`src/rtl/core/prq_pkg.sv`:
```
// ----------------------------------------------------------------------------
// prq_pkg
// Shared types and constants of the priority request queue: request and
// response payloads, the stored entry and the control word of the cell chain.
// ----------------------------------------------------------------------------
package prq_pkg;

   localparam int CAPACITY_DEF = 64;

   typedef enum logic [1:0] {
      MODE_ADD    = 2'd0,
      MODE_EDIT   = 2'd1,
      MODE_REMOVE = 2'd2,
      MODE_POP    = 2'd3
   } mode_type;

   typedef enum logic [1:0] {
      ST_OK        = 2'd0,
      ST_EMPTY     = 2'd1,
      ST_FULL      = 2'd2,
      ST_NOT_FOUND = 2'd3
   } status_type;

   typedef struct packed {
      mode_type    mode;
      logic [15:0] meeting_id;
      logic [15:0] start_time;
      logic [15:0] end_time;
      logic [31:0] priority_req;
   } req_type;

   typedef struct packed {
      logic [15:0] served_id;
      status_type  status;
   } rsp_type;

   typedef struct packed {
      logic        valid;
      logic [15:0] id;
      logic [15:0] start_t;
      logic [15:0] end_t;
      logic [31:0] prio;
   } entry_type;

   typedef enum logic [2:0] {
      CELL_HOLD    = 3'd0,
      CELL_MATCH   = 3'd1,
      CELL_SCAN    = 3'd2,
      CELL_COMPACT = 3'd3,
      CELL_POP     = 3'd4,
      CELL_INSERT  = 3'd5
   } cell_op_type;

   typedef struct packed {
      cell_op_type op;
      entry_type   cmd;
   } cell_ctl_type;

endpackage

```
`src/rtl/core/prq_cell.sv`:
```
// ----------------------------------------------------------------------------
// prq_cell
// One slot of the sorted chain: holds an entry and a prefix-match bit, and
// trades entries with its left and right neighbors.
// ----------------------------------------------------------------------------
module prq_cell #(
   parameter int STEPS = 6
) (
   input  logic                  clock,
   input  logic                  reset,
   input  prq_pkg::cell_ctl_type ctl,
   input  logic [STEPS-1:0]      scan_mask,
   input  logic [STEPS-1:0]      far_pfx,
   input  prq_pkg::entry_type    left_entry,
   input  logic                  left_ahead,
   input  prq_pkg::entry_type    right_entry,
   output prq_pkg::entry_type    entry,
   output logic                  pfx,
   output logic                  ahead
);
   import prq_pkg::*;

   entry_type entry_ff, entry_in;
   logic      pfx_ff, pfx_in;

   // new entry ranks ahead of this slot (an empty slot loses to anything)
   always_comb begin
      if (!entry_ff.valid) begin
         ahead = 1'b1;
      end else if (ctl.cmd.prio != entry_ff.prio) begin
         ahead = ctl.cmd.prio > entry_ff.prio;
      end else if (ctl.cmd.start_t != entry_ff.start_t) begin
         ahead = ctl.cmd.start_t < entry_ff.start_t;
      end else begin
         ahead = ctl.cmd.id < entry_ff.id;
      end
   end

   always_comb begin
      entry_in = entry_ff;
      pfx_in   = pfx_ff;
      unique case (ctl.op)
         CELL_HOLD: begin
         end
         CELL_MATCH: begin
            pfx_in = entry_ff.valid && (entry_ff.id == ctl.cmd.id);
         end
         CELL_SCAN: begin
            pfx_in = pfx_ff | (|(far_pfx & scan_mask));
         end
         CELL_COMPACT: begin
            if (pfx_ff) begin
               entry_in = right_entry;
            end
         end
         CELL_POP: begin
            entry_in = right_entry;
         end
         CELL_INSERT: begin
            if (left_ahead) begin
               entry_in = left_entry;
            end else if (ahead) begin
               entry_in = ctl.cmd;
            end
         end
         default: begin
         end
      endcase
   end

   always_ff @(posedge clock) begin
      if (reset) begin
         entry_ff <= '0;
         pfx_ff   <= 1'b0;
      end else begin
         entry_ff <= entry_in;
         pfx_ff   <= pfx_in;
      end
   end

   assign entry = entry_ff;
   assign pfx   = pfx_ff;

endmodule

```
`config.mk`:
```
export PLATFORM = sky130hd
export DESIGN_NAME = prq_cell
export DESIGN_NICKNAME = d
export VERILOG_FILES = /design/src/rtl/core/prq_pkg.sv /design/src/rtl/core/prq_cell.sv
export SDC_FILE = /design/constraint.sdc
export NUM_CORES = 1
export LEC_CHECK = 0
export BUFFER_PORTS_ARGS = -buffer_cell sky130_fd_sc_hd__buf_2
export CORE_MARGIN = 10
export CORE_UTILIZATION = 52
export CTS_CLUSTER_DIAMETER = 200
export DETAILED_ROUTE_END_ITERATION = 16
export PLACE_DENSITY_LB_ADDON = 0.08
export SLEW_MARGIN = 30
export SYNTH_ARGS = -nofsm -noshare
export SYNTH_HDL_FRONTEND = slang
export SYNTH_SLANG_ARGS = --single-unit
```
`constraint.sdc`:
```
create_clock -name clock -period 7 [get_ports clock]
set_input_delay 0.7 -clock clock [delete_from_list [all_inputs] [get_ports clock]]
set_output_delay 0.7 -clock clock [all_outputs]
set_load 0.02 [all_outputs]
```
# Yosys cells after proc, flatten, opt, wreduce, memory -nomap -nowiden
# Index checks and enable logic that the tools add are counted.
# word_totals
regBits,82
in_bits,261
out_inout_bits,83
# op_classes
n_lt_le_gt_ge,3
eq_ne,10
n_mux,8
bitwise_logic,2
reduce_logical,5
# op_table
op,count
2-to-1 mux 81 bit,3
one-hot mux 81 bit (3 select lines),1
> comparator 32 bit,1
< comparator 16 bit,2
inequality test 32 bit,1
== test 16 bit,1
inequality test 16 bit,1
AND 6 bit,1
== test 3 x 2 -> 1 bit (second input constant),2
== test 3 bit (second input constant),2
OR reduction 6 bit,1
== test 3 x 1 -> 1 bit (second input constant),1
2-to-1 mux 1 bit,3
inequality test 3 bit (second input constant),1
AND reduction 3 bit,1
nonzero test 3 bit,1
inequality test 2 bit (second input constant),1
one-hot mux 1 bit (2 select lines),1
nonzero test 2 bit,1
logical AND 1 bit,1
OR 1 bit,1

# Logic depth before layout (Yosys ltp)
# depth
ltp_word,7
depth_mapped,12
depth_no_buf,9

# Worst setup path after synthesis
# OpenSTA, ideal clock, no wires.
# synth_timing
path_kind,input-to-output
from,in ctl[48] (netlist name)
to,out ahead
arrival_ns,2.489
t_required_ns,6.300
setup_slack_ns,3.811
path_stages,7
path_cell_list,inv_1 ha_1 nand2b_4 a2111oi_4 nor4b_1 or4b_4 a21oi_1
# synth_via
elab_chain_len,4
# synth_rtl
element,line_no,rtl
from (decl),prq_cell.sv:11,"input prq_pkg::cell_ctl_type ctl,"
< comparator 16 bit / inequality test 16 bit (equally long branches),"prq_cell.sv:33, prq_cell.sv:32",
2-to-1 mux 1 bit (*),prq_cell.sv:32,end else if (ctl.cmd.start_t != entry_ff.start_t) begin
2-to-1 mux 1 bit (*),prq_cell.sv:30,end else if (ctl.cmd.prio != entry_ff.prio) begin
2-to-1 mux 1 bit (*),prq_cell.sv:28,if (!entry_ff.valid) begin
to (decl),prq_cell.sv:19,output logic ahead
# Mark *: on every way between the ends. The rest lies on a longest branch, timed or not.

# Worst setup path after layout
# layout_timing
from,in ctl[48] (netlist name)
to,"reg entry_ff, in the netlist entry[78]"
# layout_via
elab_chain_len,6
# layout_rtl
element,line_no,rtl
< comparator 16 bit / inequality test 16 bit (equally long branches),"prq_cell.sv:33, prq_cell.sv:32",
2-to-1 mux 1 bit (*),prq_cell.sv:32,
2-to-1 mux 1 bit (*),prq_cell.sv:30,
2-to-1 mux 1 bit (*),prq_cell.sv:28,
inequality test 3 bit (no source line) (*),-,
AND reduction 3 bit (no source line) (*),-,
to (signal assigned),prq_cell.sv:76,entry_ff <= entry_in;
to (decl),prq_cell.sv:23,"entry_type entry_ff, entry_in;"
# Marks and branches as above.
# A chain may end at the register's enable or synchronous reset.

==> results.md <==
- IR Drop Worst-Case VDD: 0.00009439 V
- Deepest clock path buffer count: 2
- Remaining number of nets flagged by the antenna check after routing: 0
- Vias per Instance: around 5.5
- Post-Syn Area per Cell: ~9.0 µm²
- Worst-Margin Slew: just under 1 ns
- Switching share of power: approximately 32%
- Floorplan die area: 0.01961 mm²
- Total length of routed wires: 24.94 mm
- Post-route standard cell area excluding fillers: 0.009422 mm²
- Combinational share of power: 32.0%
- Total global-route track usage: about 24%
- Inserted Clock Buffers: 9
- Buf+Inv Stages, Crit Path: 3
- Launching point of the worst reg2reg path: entry[63]
- Pre-CTS setup slack: roughly 2.8 ns
- LEAKAGE: between 4 and 5 nW
- Maximum Capacitance Violations: 0
- Startpoint of the worst hold path: entry[35]
- Cells after synthesis: roughly 830
- Largest stage delay on the critical path: about 0.7 ns
- WL met1: 10.25 mm
- Number of global-route vias before repair: 7451
- Detailed-router iteration count before antenna repair: 5
- Share of synthesized area occupied by flip-flops and latches: a little over a fifth
- Overall power consumption: 1.473 mW
- 1st-iter DRT viols: 350
- YS warnings: 0
- Met3 wire len: between 1.5 and 2 mm
- Proportion of power drawn by flip-flops and latches: approximately a third
- Hold_ws: 0.4610 ns
- Hold-fix buffers at CTS: 0
- Wire length of the first global-routing pass: approximately 40 mm
- Post-detailed-route wirelength per cell: approximately 19 µm
- Final TNS setup: 0 ns
- Final RePlAce weighted congestion: 0.8326
- Buffers on Ports: between 300 and 400
- Placed Instance Area: between 0.009 and 0.01 mm²
- Slew Limit Fails: 0
- Buffers inserted by post-CTS timing repair: 0
- Setup Viol. Count Final: 0
- Unique cell type count in the Yosys netlist: 42
- Residual overflow from global routing: 0
- RSZ-0062 raised after global routing: false
- Number of nets in the synthesized netlist: 1154
- Maximum fanout along the worst path: 42
- Required time of the critical path: around 7.2 ns
- Rel. slew slack: between 30% and 40%
- Die X: roughly 140 µm
- Highest achievable clock rate: 262.2 MHz
- Critical setup path kind: in -> reg
- Initial core utilization: between 50% and 60%
- Post-synthesis register bit count: a little over 80
- Clk sink count: a little over 80
- Post-CTS clock slew at the launch and capture registers of the worst setup and hold paths: about 0.060 ns
- Cell-by-cell listing of the critical path: buf_2 -> inv_1 -> ha_1 -> nand2b_4 -> a2111oi_4 -> nor4b_1 -> or4b_4 -> a31oi_4 -> and2_4 -> buf_4 -> o31ai_1
- Share of final-layout standard cells stronger than drive strength 1: between 30 and 40%
- Number of nets at the end of the flow: between 1000 and 1500
- Post-Synthesis Cell Area: ~0.0075 mm²
- Placeable core region: around 0.014 mm²
- Result of the run: finished, final reports clean
- Row cnt: 43
- Pin count of the biggest net entering global routing: 90
- Setup ws final: between 3 and 4 ns
- Final Hold Fails: 0
- Min-delay worst type: reg -> reg
- Number of design rule violations left after detail routing: 0
- CTS Root Cell: sky130_fd_sc_hd__clkbuf_16
- Via count: 7183
- Cell-internal power: 0.9962 mW
- TritonCTS clock tree: built
- Final period util: 54.49%
- Routed met2 length: 12.47 mm
- Half-perimeter wire length after detailed placement: around 20 mm
- Switching Power: 0.4768 mW
- Worst Setup End Kind: flop
- Highest metal layer with signal wires: met4
- Total of cells resized after clock tree synthesis: 0
- Die boundary height: roughly 140 µm
- Worst-case clock skew: 0.006689 ns
- Crit path max-delay family: simple AND/OR/NAND/NOR gates
- Clock share of power: about 33%
- Layout overhead on the synthesized area: 25.77%
- Antenna violations before repair: 2
- Top Ports: between 300 and 400
- Final critical path time including I/O delays and setup: roughly 3.8 ns
- Data arrival, critical path: between 4 and 5 ns
- CTS HTree Levels: 3
- Critical Path Source Type: primary input
- Power density cells: 156.3 mW/mm²
- Critical Path Source: ctl[48]
- Clock insertion delay at the later pin of the skew report: between 0.3 and 0.4 ns
- Slowest library cell on the worst path: sky130_fd_sc_hd__and2_4
[registers in the layout, summed over array words and instances (netlist names)]
name and count:
entry 81, pfx 1
[cell type report]
class | count | area [µm²]
Inverter | 67 | 251.5
Antenna cell | 2 | 5.005
Clock inverter | 2 | 35.03
Clock buffer | 13 | 270.3
Tap cell | 180 | 225.2
Sequential cell | 82 | 1642
Multi-Input combinational cell | 609 | 5200
Timing Repair Buffer | 350 | 1793
Fill cell | 1229 | 4567
[power groups by stage]
stage	clock (mW)	sequential, mW	combinational [mW]
floorplan	0	0.554	0.281
global placement	0	0.520	0.467
detailed placement	0	0.520	0.473
CTS	0.504	0.510	0.475
global route	0.520	0.513	0.521
finish	0.492	0.510	0.471
[logic make-up (layout without fill, tap and decap cells)]
group | Yosys count | in the layout | share of synthesized area, %
adders and majority gates | 64 | 64 | 10.69
buffers and inverters | 138 | 432 | 8.719
muxes | 81 | 81 | 10.82
AOI/OAI and AO/OA | 218 | 218 | 31.74
DFF | 82 | 82 | 21.91
and+or+nand+nor | 246 | 246 | 16.12
other | 0 | 2 | 0
[per-layer routing]
layer	global-route usage (%)	vias up
met5	0	-
met4	5.978	0
met3	7.336	21
met2	42.98	236
met1	28.38	3292
li1	-	3634
[worst paths after layout]
kind	end	slack, ns	cells after the start
worst max-delay path	entry[78]	3.19	11
worst min-delay path	entry[35]	0.46	2
worst max register to register	entry[78]	3.40	10
worst min register to register	entry[35]	0.46	2
[per-stage QoR]
stage	std cells	utilization (%)
floorplan	829	-
global placement	1288	65.13
detailed placement	1288	65.13
CTS	1303	67.32
global route	1305	67.35
finish	1305	67.35
[tightest hold or removal path: stages (launching register included)]
cell	delay (ns)
sky130_fd_sc_hd__dfxtp_1	0.30
sky130_fd_sc_hd__nand2b_1	0.06
sky130_fd_sc_hd__o21ai_1	0.05
[cells in the mapped netlist]
master	count	share of area [%]
sky130_fd_sc_hd__nand2b_4	1	0.18
sky130_fd_sc_hd__buf_1	5	0.25
sky130_fd_sc_hd__nand4b_1	1	0.12
sky130_fd_sc_hd__buf_2	5	0.33
sky130_fd_sc_hd__nor4_1	3	0.25
sky130_fd_sc_hd__o31ai_4	60	17
sky130_fd_sc_hd__o22a_1	1	0.12
sky130_fd_sc_hd__a21oi_1	25	1.7
sky130_fd_sc_hd__a41oi_2	1	0.22
sky130_fd_sc_hd__a211o_1	2	0.23
sky130_fd_sc_hd__nor2b_1	3	0.25
sky130_fd_sc_hd__o31ai_1	1	0.10
sky130_fd_sc_hd__o21ai_0	7	0.47
sky130_fd_sc_hd__a211oi_1	83	8.3
sky130_fd_sc_hd__ha_1	64	11
sky130_fd_sc_hd__nand3_1	89	5.9
sky130_fd_sc_hd__a221o_1	1	0.13
sky130_fd_sc_hd__nand2_1	13	0.65
sky130_fd_sc_hd__o211ai_1	2	0.20
sky130_fd_sc_hd__nand2b_1	23	1.9
sky130_fd_sc_hd__dfxtp_1	82	22
sky130_fd_sc_hd__nor2_1	87	4.4
sky130_fd_sc_hd__and2_4	1	0.12
sky130_fd_sc_hd__o21ai_1	22	1.5
sky130_fd_sc_hd__and2_1	1	0.084
sky130_fd_sc_hd__nor4b_1	2	0.23
sky130_fd_sc_hd__buf_12	7	1.9
sky130_fd_sc_hd__a2111oi_4	1	0.37
sky130_fd_sc_hd__a221oi_1	1	0.12
sky130_fd_sc_hd__clkbuf_1	52	2.6
sky130_fd_sc_hd__a22oi_1	4	0.40
sky130_fd_sc_hd__nor3_1	4	0.27
sky130_fd_sc_hd__a21o_1	6	0.60
sky130_fd_sc_hd__or4b_4	1	0.18
sky130_fd_sc_hd__mux2i_1	81	11
sky130_fd_sc_hd__or4_1	1	0.10
sky130_fd_sc_hd__a31oi_4	1	0.28
sky130_fd_sc_hd__nor3b_2	1	0.17
sky130_fd_sc_hd__inv_1	67	3.4
sky130_fd_sc_hd__nand4_1	14	1.2
sky130_fd_sc_hd__buf_6	2	0.30
sky130_fd_sc_hd__and4_1	1	0.12
[placed cells by master (no fill, tap or decap), types with 2 or more instances in the layout]
cell and count:
sky130_fd_sc_hd__nand2_1 13, sky130_fd_sc_hd__inv_1 67, sky130_fd_sc_hd__buf_4 7, sky130_fd_sc_hd__dfxtp_1 82
sky130_fd_sc_hd__nand2b_1 23, sky130_fd_sc_hd__nor4_1 3, sky130_fd_sc_hd__a22oi_1 4, sky130_fd_sc_hd__diode_2 2
sky130_fd_sc_hd__mux2i_1 81, sky130_fd_sc_hd__nor4b_1 2, sky130_fd_sc_hd__a21oi_1 25, sky130_fd_sc_hd__and2_4 2
sky130_fd_sc_hd__a211oi_1 83, sky130_fd_sc_hd__o21ai_0 7, sky130_fd_sc_hd__o21ai_1 22, sky130_fd_sc_hd__clkbuf_8 4
sky130_fd_sc_hd__clkbuf_16 9, sky130_fd_sc_hd__a21o_1 6, sky130_fd_sc_hd__buf_2 341, sky130_fd_sc_hd__nand4_1 14
sky130_fd_sc_hd__o31ai_4 60, sky130_fd_sc_hd__nor2b_1 3, sky130_fd_sc_hd__o211ai_1 2, sky130_fd_sc_hd__nand3_1 89
sky130_fd_sc_hd__nor2_1 87, sky130_fd_sc_hd__nor3_1 4, sky130_fd_sc_hd__ha_1 64
Power figures use the tool's default switching activity.
