$ cat config.mk
export PLATFORM = sky130hd
export DESIGN_NAME = prq_ctrl
export DESIGN_NICKNAME = d
export VERILOG_FILES = /design/src/rtl/core/prq_pkg.sv /design/src/rtl/core/prq_ctrl.sv
export SDC_FILE = /design/constraint.sdc
export NUM_CORES = 1
export LEC_CHECK = 0
export BUFFER_PORTS_ARGS = -buffer_cell sky130_fd_sc_hd__buf_4
export CORE_AREA = 2 2 109 111
export DETAILED_ROUTE_END_ITERATION = 7
export DIE_AREA = 0 0 111 113
export PLACE_DENSITY = 0.8
export SYNTH_ARGS = -nofsm -noshare
export SYNTH_HDL_FRONTEND = slang
export SYNTH_SLANG_ARGS = --single-unit
$ cat constraint.sdc
create_clock -name clock -period 7.15 [get_ports clock]
set_input_delay 1.0725 -clock clock [delete_from_list [all_inputs] [get_ports clock]]
set_output_delay 1.0725 -clock clock [all_outputs]
set_load 0.005 [all_outputs]
$ cat src/rtl/core/prq_pkg.sv
// ----------------------------------------------------------------------------
// prq_pkg
// Shared types and constants of the priority request queue: request and
// response payloads, the stored entry and the control word of the cell chain.
// ----------------------------------------------------------------------------
package prq_pkg;

   localparam int CAPACITY_DEF = 64;

   typedef enum logic [1:0] {
      MODE_ADD    = 2'd0,
      MODE_EDIT   = 2'd1,
      MODE_REMOVE = 2'd2,
      MODE_POP    = 2'd3
   } mode_type;

   typedef enum logic [1:0] {
      ST_OK        = 2'd0,
      ST_EMPTY     = 2'd1,
      ST_FULL      = 2'd2,
      ST_NOT_FOUND = 2'd3
   } status_type;

   typedef struct packed {
      mode_type    mode;
      logic [15:0] meeting_id;
      logic [15:0] start_time;
      logic [15:0] end_time;
      logic [31:0] priority_req;
   } req_type;

   typedef struct packed {
      logic [15:0] served_id;
      status_type  status;
   } rsp_type;

   typedef struct packed {
      logic        valid;
      logic [15:0] id;
      logic [15:0] start_t;
      logic [15:0] end_t;
      logic [31:0] prio;
   } entry_type;

   typedef enum logic [2:0] {
      CELL_HOLD    = 3'd0,
      CELL_MATCH   = 3'd1,
      CELL_SCAN    = 3'd2,
      CELL_COMPACT = 3'd3,
      CELL_POP     = 3'd4,
      CELL_INSERT  = 3'd5
   } cell_op_type;

   typedef struct packed {
      cell_op_type op;
      entry_type   cmd;
   } cell_ctl_type;

endpackage

$ cat src/rtl/core/prq_ctrl.sv
// ----------------------------------------------------------------------------
// prq_ctrl
// Command sequencer: takes requests, steps the cell chain through pop, lookup,
// prefix scan, compaction and insertion, and holds the response register.
// ----------------------------------------------------------------------------
module prq_ctrl #(
   parameter int STEPS = 6
) (
   input  logic                  clock,
   input  logic                  reset,
   input  logic                  req_valid,
   output logic                  req_ready,
   input  prq_pkg::req_type      req_data,
   output logic                  rsp_valid,
   input  logic                  rsp_ready,
   output prq_pkg::rsp_type      rsp_data,
   input  prq_pkg::entry_type    head_entry,
   input  logic                  tail_valid,
   input  logic                  found,
   output prq_pkg::cell_ctl_type ctl,
   output logic [STEPS-1:0]      scan_mask
);
   import prq_pkg::*;

   typedef enum logic [2:0] {
      S_IDLE,
      S_MATCH,
      S_SCAN,
      S_REMOVE,
      S_INSERT,
      S_REPLY
   } state_type;

   state_type        state_ff, state_in;
   req_type          cmd_ff, cmd_in;
   logic [STEPS-1:0] mask_ff, mask_in;
   rsp_type          res_ff, res_in;
   rsp_type          rsp_ff, rsp_in;
   logic             rsp_valid_ff, rsp_valid_in;
   logic             accept;
   cell_op_type      cell_op;

   assign req_ready = (state_ff == S_IDLE);
   assign accept    = req_valid && req_ready;

   assign ctl.op          = cell_op;
   assign ctl.cmd.valid   = 1'b1;
   assign ctl.cmd.id      = cmd_ff.meeting_id;
   assign ctl.cmd.start_t = cmd_ff.start_time;
   assign ctl.cmd.end_t   = cmd_ff.end_time;
   assign ctl.cmd.prio    = cmd_ff.priority_req;

   always_comb begin
      state_in     = state_ff;
      cmd_in       = cmd_ff;
      mask_in      = mask_ff;
      res_in       = res_ff;
      rsp_in       = rsp_ff;
      rsp_valid_in = rsp_valid_ff && !rsp_ready;
      cell_op      = CELL_HOLD;

      unique case (state_ff)
         S_IDLE: begin
            if (accept) begin
               cmd_in = req_data;
               if (req_data.mode == MODE_POP) begin
                  // top entry leaves at the accept edge
                  if (head_entry.valid) begin
                     cell_op          = CELL_POP;
                     res_in.served_id = head_entry.id;
                     res_in.status    = ST_OK;
                  end else begin
                     res_in.served_id = '0;
                     res_in.status    = ST_EMPTY;
                  end
                  state_in = S_REPLY;
               end else begin
                  state_in = S_MATCH;
               end
            end
         end
         S_MATCH: begin
            cell_op  = CELL_MATCH;
            mask_in  = STEPS'(1);
            state_in = S_SCAN;
         end
         S_SCAN: begin
            cell_op = CELL_SCAN;
            mask_in = mask_ff << 1;
            if (mask_ff[STEPS-1]) begin
               state_in = S_REMOVE;
            end
         end
         S_REMOVE: begin
            if (found) begin
               cell_op = CELL_COMPACT;
            end
            res_in.served_id = '0;
            res_in.status    = ST_OK;
            unique case (cmd_ff.mode)
               MODE_ADD: begin
                  if (!found && tail_valid) begin
                     res_in.status = ST_FULL;
                     state_in      = S_REPLY;
                  end else begin
                     state_in = S_INSERT;
                  end
               end
               MODE_EDIT: begin
                  if (found) begin
                     state_in = S_INSERT;
                  end else begin
                     res_in.status = ST_NOT_FOUND;
                     state_in      = S_REPLY;
                  end
               end
               MODE_REMOVE: begin
                  if (!found) begin
                     res_in.status = ST_NOT_FOUND;
                  end
                  state_in = S_REPLY;
               end
               default: begin
                  state_in = S_REPLY;
               end
            endcase
         end
         S_INSERT: begin
            cell_op          = CELL_INSERT;
            res_in.served_id = '0;
            res_in.status    = ST_OK;
            state_in         = S_REPLY;
         end
         S_REPLY: begin
            if (!rsp_valid_ff || rsp_ready) begin
               rsp_in       = res_ff;
               rsp_valid_in = 1'b1;
               state_in     = S_IDLE;
            end
         end
         default: begin
            state_in = S_IDLE;
         end
      endcase
   end

   always_ff @(posedge clock) begin
      if (reset) begin
         state_ff     <= S_IDLE;
         rsp_valid_ff <= 1'b0;
         mask_ff      <= '0;
      end else begin
         state_ff     <= state_in;
         rsp_valid_ff <= rsp_valid_in;
         mask_ff      <= mask_in;
      end
      cmd_ff <= cmd_in;
      res_ff <= res_in;
      rsp_ff <= rsp_in;
   end

   assign rsp_valid = rsp_valid_ff;
   assign rsp_data  = rsp_ff;
   assign scan_mask = mask_ff;

endmodule

* Word level (Yosys, flattened, before mapping)
Index checks and enable logic that the tools add are counted.
Storage, ports and cells: output and inout bits 110, register bits 128, bits of input ports 169, word-level logic and storage cells 63
Cells by class: reduce and logical (&&, ||, !) cells 16, equal/unequal tests 12, mux-type cells 23
Operators with widths (count):
- 18-bit two-way mux | 3
- 18-bit case mux with 3 select lines | 1
- 3-bit two-way mux | 7
- 3-bit case mux with 6 select lines | 1
- 3-bit case mux with 5 select lines | 1
- 6-bit case mux with 2 select lines | 1
- 3-bit by 2-bit equality test with 1-bit output, second input constant | 2
- 3-bit equality test, second input constant | 2
- 2-bit two-way mux | 3
- 3-bit case mux with 2 select lines | 1
- 3-bit AND reduction | 2
- 2-bit equality test, second input constant | 2
- 1-bit two-way mux | 4
- 2-bit by 1-bit inequality test with 1-bit output, second input constant | 2
- 2-bit inequality test, second input constant | 2
- 2-bit case mux with 2 select lines | 1
- 2-bit AND reduction | 2
- 3-bit by 1-bit equality test with 1-bit output, second input constant | 1
- 1-bit logical AND | 3
- 1-bit zero test | 3
- 3-bit zero test | 1
- 3-bit nonzero test | 1
- 2-bit by 1-bit equality test with 1-bit output, second input constant | 1
- 2-bit zero test | 1
- other kinds (3) | 3

* Longest topological paths before layout
Gate-level depths: netlist of the first run.
depth in word-level cells 5, gate-level depth with buffers 6, depth with buffers taken out 6

* Least setup slack after synthesis of the first run
Ideal clock, no wire load.
path type input-to-reg, from input port req_valid, to register cmd_ff[80] (netlist name), enable pin, setup time 449 ps, data arrival time 2980 ps, buffers on the path 0, required time 6701 ps, stages 1, slack 3721 ps, cell sequence and2_1
On the way: longest elaborated chain between the ends 2
Ends and longest elaborated chain:
- start, declared | line prq_ctrl.sv:11 | input logic req_valid,
- 1-bit logical AND | line prq_ctrl.sv:44 | assign accept = req_valid && req_ready;
- 2-bit AND reduction (no line)
- end signal, assigned | line prq_ctrl.sv:157 | cmd_ff <= cmd_in;
- end, declared | line prq_ctrl.sv:35 | req_type cmd_ff, cmd_in;
No other way between the ends. A chain may end at the register's enable or synchronous reset.

==> impl_metrics.json, run 1 <==
{
  "synth.net_count": 475,
  "drcViolationCount": 0,
  "rrSetupSlack_ps": 4810,
  "path_class": "reg2out",
  "htreeDepth": 4,
  "antenna_found_initial": 0,
  "avgViaCountPerCell": 4.60,
  "power.internal_uw": 1850,
  "p_sw_uw": 625,
  "drtPass1Iterations": 4,
  "reg2regPathDepth": 3,
  "critPathRequiredTime_ps": 6080,
  "worst-path-max-fanout": 18,
  "drive_above_1_share_pct": 55.1,
  "ys_seq_area_share_pct": 75.6,
  "seqPwrFrac_pct": 45.7,
  "cts-hold-fix-buffers": 0,
  "path_clk_slew_ps": 60,
  "nets": 620,
  "slew_headroom_pct": 36.4,
  "yosysTopAreaCell": "edfxtp_1",
  "fin_skew_ps": 8.43,
  "vdd_ir_drop_max_uv": 175,
  "synth_area_per_cell_um2": 16.3,
  "die_w_um": 111,
  "setup_ws_ps": 4270,
  "hold_path_class": "reg2reg",
  "ys.flop_type": "edfxtp_1",
  "fmax_mhz": 347,
  "yosysMostFrequentCell": "edfxtp_1",
  "ant_nets": 0,
  "clkPwrFrac_pct": 35.4,
  "post_cts_buffers": 0,
  "power.total_uw": 2470,
  "dieHeight_um": 113,
  "stdcell_area_um2": 6700,
  "die_area_um2": 12500,
  "synth_area_um2": 4950,
  "clkSinkCount": 128,
  "start_util_pct": 43.9,
  "core_um2": 11300,
  "cts_tree": "built",
  "tightest_slew_ps": 949,
  "synthCells": 303,
  "io_buffer_count": 213,
  "rsz0062_at_grt": "false",
  "drv_cap": 0,
  "drtIter0Drc": 139,
  "diodes": 0,
  "hold_path_depth": 0,
  "synth_commonest_cells": "118 x edfxtp_1, 82 x buf_4, 17 x and2_1",
  "wirelength_mm": 9.96,
  "fill_cells": 856,
  "critPathArrivalTime_ps": 1810,
  "synthArstFlopShare_pct": 0,
  "synth-edff-count": 118,
  "p_sw_share_pct": 25.3,
  "num_rows": 39,
  "grt_max_degree": 57,
  "grt_pass1_vias": 2717,
  "start_kind": "flip-flop",
  "wire_per_inst_um": 16.5,
  "hold_viol": 0,
  "synthToLayoutAreaGrowth_pct": 35.3,
  "place_ws_ps": 4440,
  "fin_crit_sh_pct": 40.3,
  "synth_area_leaders": "edfxtp_1 72%, buf_4 12%, dfxtp_1 4.0%, and2_1 2.1%, a22o_1 0.88%",
  "p_per_area_nw_per_um2": 369,
  "grt-ovfl-total": 0,
  "cts_max_path_buffers": 2,
  "grt_usage_pct": 15.9,
  "synth_cell_types": 38,
  "grt_pass1_wl_mm": 15.0,
  "leakagePower_uw": 0.00273,
  "synth_warnings": 0,
  "cts-root-buf": "clkbuf_16",
  "via_count": 2779,
  "fin_crit_ps": 2880,
  "setup.worst_path.end_class": "output port",
  "report.final.setup_viol": 0,
  "pin_count": 279,
  "maxSlewViolCount": 0,
  "cts_inserted_buffers": 17,
  "routabilityCongestion": 0.800,
  "fin_util_pct": 59.5,
  "dp_hpwl_mm": 7.30,
  "cts_resized": 0,
  "tns_ps": 0,
  "netlist.area_leader.share_pct": 71.5,
  "post_dp_cell_area_um2": 6090,
  "clock_latency_ps": 400,
  "ys_seq_elements": 128,
  "outcome": "finished clean",
  "pwr-share-comb_pct": 19.0
}
-- state kept, by name, indices dropped and copies added (netlist names) --
signal     cells
scan_mask      6
res_ff        18
cmd_ff         2
ctl           80
rsp_valid      1
state_ff       3
rsp_data      18
-- path summary, 6_finish.rpt --
path	startpoint	endpoint
worst max-delay path	state_ff[1]	ctl[81]
worst min-delay path	res_ff[14]	rsp_data[14]
worst max register to register	state_ff[1]	ctl[78]
worst min register to register	res_ff[14]	rsp_data[14]
-- stage by stage --
step	hold WS (ps)	instances
finish	419	604
global route	425	604
CTS	418	604
detailed placement	405	572
global placement	401	572
floorplan	400	303
-- kinds of logic (layout without fill, tap and decap cells) --
family          count (synthesis)  count (layout)  share of synthesized area (%)
other cells                     1               1                         0.0757
mux                             1               1                          0.202
buf+inv                        92             250                           13.7
xor+xnor                        1               1                          0.177
fa+ha+maj                       3               3                          0.758
simple gates                   46              46                           5.15
flops                         128             128                           75.6
compound gates                 31              31                           4.37
-- final cells by class --
cell class / count / area [um^2] / area share [%]
Timing Repair Buffer: 214 / 1610 / 24.0
Clock buffer: 17 / 425 / 6.35
Multi-Input combinational cell: 83 / 551 / 8.21
Tap cell: 143 / 179 / 2.67
Sequential cell: 128 / 3740 / 55.8
Inverter: 4 / 15.0 / 0.224
Clock inverter: 15 / 184 / 2.74
-- worst max-delay path, cell delays in order (launching register included) --
cell     delay [ps]
dfxtp_1         760
inv_1           230
o21ai_0         210
nand2_1          70
buf_4           130
-- placed cells by master (no fill, tap or decap), types with 2 or more instances in the layout --
master / netlist / layout
a21oi_1: 6 / 6
a22o_1: 5 / 5
a22oi_1: 5 / 5
a31oi_1: 2 / 2
and2_1: 17 / 16
buf_4: 82 / 214
bufinv_16: 0 / 3
clkbuf_16: 0 / 17
clkinv_2: 0 / 3
clkinv_4: 0 / 3
clkinvlp_4: 0 / 2
dfxtp_1: 10 / 10
edfxtp_1: 118 / 118
ha_1: 3 / 3
inv_1: 3 / 3
inv_6: 0 / 3
nand2_1: 6 / 6
nor2_1: 8 / 8
nor2b_2: 1 / 2
nor3_1: 4 / 4
o21ai_0: 6 / 6
-- power by group through the flow --
| stage | registers [uW] | logic, uW | clock network, uW |
|---|---|---|---|
| 6_report | 1130 | 469 | 874 |
| 3_5_place_dp | 1150 | 475 | 0 |
| 2_1_floorplan | 1110 | 363 | 0 |
| 3_3_place_gp | 1130 | 462 | 0 |
| 5_1_grt | 1150 | 509 | 932 |
| 4_1_cts | 1130 | 477 | 893 |
-- layer usage --
metal | wire length (um) | global-route usage (%) | vias to the layer above | share of wire [%]
met5 | 0 | 0 | - | 0
met4 | 138 | 7.67 | 0 | 1.4
met3 | 688 | 4.82 | 10 | 6.9
met2 | 5240 | 27.1 | 141 | 53
met1 | 3880 | 18.6 | 1317 | 39
li1 | - | - | 1311 | -
No activity file was read; power rests on OpenSTA's default activity.
==> run 2: changes to the inputs <==
CORE_AREA = unset   (was 2 2 109 111)
CORE_MARGIN = 2   (was unset)
CORE_UTILIZATION = 44   (was unset)
DIE_AREA = unset   (was 0 0 111 113)
PLACE_DENSITY = 0.81   (was 0.8)
clock period = 3 ns   (was 7.15 ns; I/O delays follow)
==> impl_metrics.json, run 2 (same netlist as run 1, synthesis figures left out) <==
{
  "cts_inserted_buffers": 17,
  "wirelength_mm": 10.1,
  "multiInputGateArea_um2": 539,
  "cpPeakStageDelay_ps": 740,
  "core_um2": 10900,
  "min_from": "req_data[49]",
  "grt-ovfl-total": 0,
  "drv_cap": 0,
  "r2r-end": "ctl[66]",
  "path_clk_slew_ps": 60,
  "final_common_cell": "buf_4",
  "drtIter0Drc": 180,
  "cts_resized": 0,
  "grt_max_degree": 56,
  "drtPass1Iterations": 5,
  "grt_usage_pct": 16.0,
  "fin_crit_ps": 2280,
  "power.total_uw": 5770,
  "setup_ws_ps": 721,
  "grt_pass1_vias": 2703,
  "start_util_pct": 45.3,
  "synthToLayoutAreaGrowth_pct": 34.8,
  "leakagePower_uw": 0.00271,
  "grt_pass1_wl_mm": 14.1,
  "hold_path_depth": 1,
  "largest_reg_flops": 80,
  "via_count": 2784,
  "slew_headroom_pct": 55.2,
  "ant_nets": 0,
  "pin_count": 279,
  "path_cells": "inv_1 > o21ai_0 > nand2_1 > buf_4",
  "tightest_slew_ps": 671,
  "hold_viol": 0,
  "report.final.setup_viol": 0,
  "fin_crit_sh_pct": 76.0,
  "wire_per_inst_um": 16.8,
  "clkSinkCount": 128,
  "critPathArrivalTime_ps": 1830,
  "die_area_um2": 12100,
  "maxSlewViolCount": 0,
  "worst-path-max-fanout": 18,
  "critPathRequiredTime_ps": 2550,
  "fin_skew_ps": 12.6,
  "die_w_um": 110,
  "cts-hold-fix-buffers": 0,
  "cts-root-buf": "clkbuf_16",
  "num_rows": 38,
  "drive_above_1_share_pct": 54.6,
  "seq_area_um2": 3740,
  "vdd_ir_drop_max_uv": 446,
  "reg2regPathDepth": 3,
  "routabilityCongestion": 0.737,
  "cts_tree": "built",
  "cts_max_path_buffers": 2,
  "nets": 622,
  "htreeDepth": 4,
  "post_cts_buffers": 0,
  "setup.worst_path.end_class": "output port",
  "dieHeight_um": 110,
  "critical_path.top_delay_family": "flip-flops",
  "hold_path_class": "in2reg",
  "tns_ps": 0,
  "dp_hpwl_mm": 7.34,
  "fmax_mhz": 439,
  "start_kind": "flip-flop",
  "outcome": "finished clean",
  "reg2reg_from": "state_ff[1]",
  "critPathBufInv": 2,
  "p_per_area_nw_per_um2": 865,
  "clock_latency_ps": 410,
  "slowest_stage": "dfxtp_1",
  "fill_cells": 829,
  "antenna_found_initial": 0,
  "io_buffer_count": 213,
  "rrSetupSlack_ps": 960,
  "rsz0062_at_grt": "false",
  "place_ws_ps": 996,
  "diodes": 0,
  "drcViolationCount": 0,
  "path_class": "reg2out",
  "min_to": "ctl[49]",
  "layout_common_cells": "215 x buf_4, 118 x edfxtp_1, 17 x clkbuf_16",
  "avgViaCountPerCell": 4.62
}
run 2: how the worst max path moves through the flow:
stage / from / cells past startpoint / end
floorplan: state_ff[1] / 3 / res_ff[0]
global placement: state_ff[1] / 3 / ctl[12]
detailed placement: state_ff[1] / 3 / ctl[12]
CTS: state_ff[1] / 4 / ctl[81]
global route: state_ff[1] / 4 / ctl[81]
finish: state_ff[1] / 4 / ctl[81]
run 2: power breakdown:
part           internal, uW  total, uW  switching, uW
Combinational           599       1140            541
Clock                  1220       1950            729
Sequential             2500       2690            188
Total                  4320       5770           1460
run 2: worst reg2reg max path, cell delays in order, from the launching register on:
cell     delay (ps)
dfxtp_1         510
nor3_1          370
and2_4          460
buf_12          340
run 2: cell type report:
cell class                      instances  share of cell area (%)
Clock inverter                         14                    2.12
Timing Repair Buffer                  216                    24.5
Sequential cell                       128                    56.1
Inverter                                4                   0.225
Tap cell                              140                    2.62
Multi-Input combinational cell         83                    8.08
Clock buffer                           18                    6.43
run 2: stage by stage:
| stage | util, % | area (um^2) | hold WS [ps] | cells |
|---|---|---|---|---|
| global placement | 55.8 | 6110 | 401 | 571 |
| floorplan | - | 4950 | 400 | 303 |
| global route | 61.1 | 6680 | 195 | 603 |
| CTS | 61.1 | 6680 | 195 | 603 |
| finish | 61.1 | 6680 | 220 | 603 |
| detailed placement | 55.8 | 6110 | 405 | 571 |
run 2: layer usage:
metal	wire, um	GRT usage (%)	vias up
met5	0	0	-
met3	920	6.06	18
met4	248	7.95	0
met2	5420	27.6	146
li1	-	-	1311
met1	3520	17.1	1309
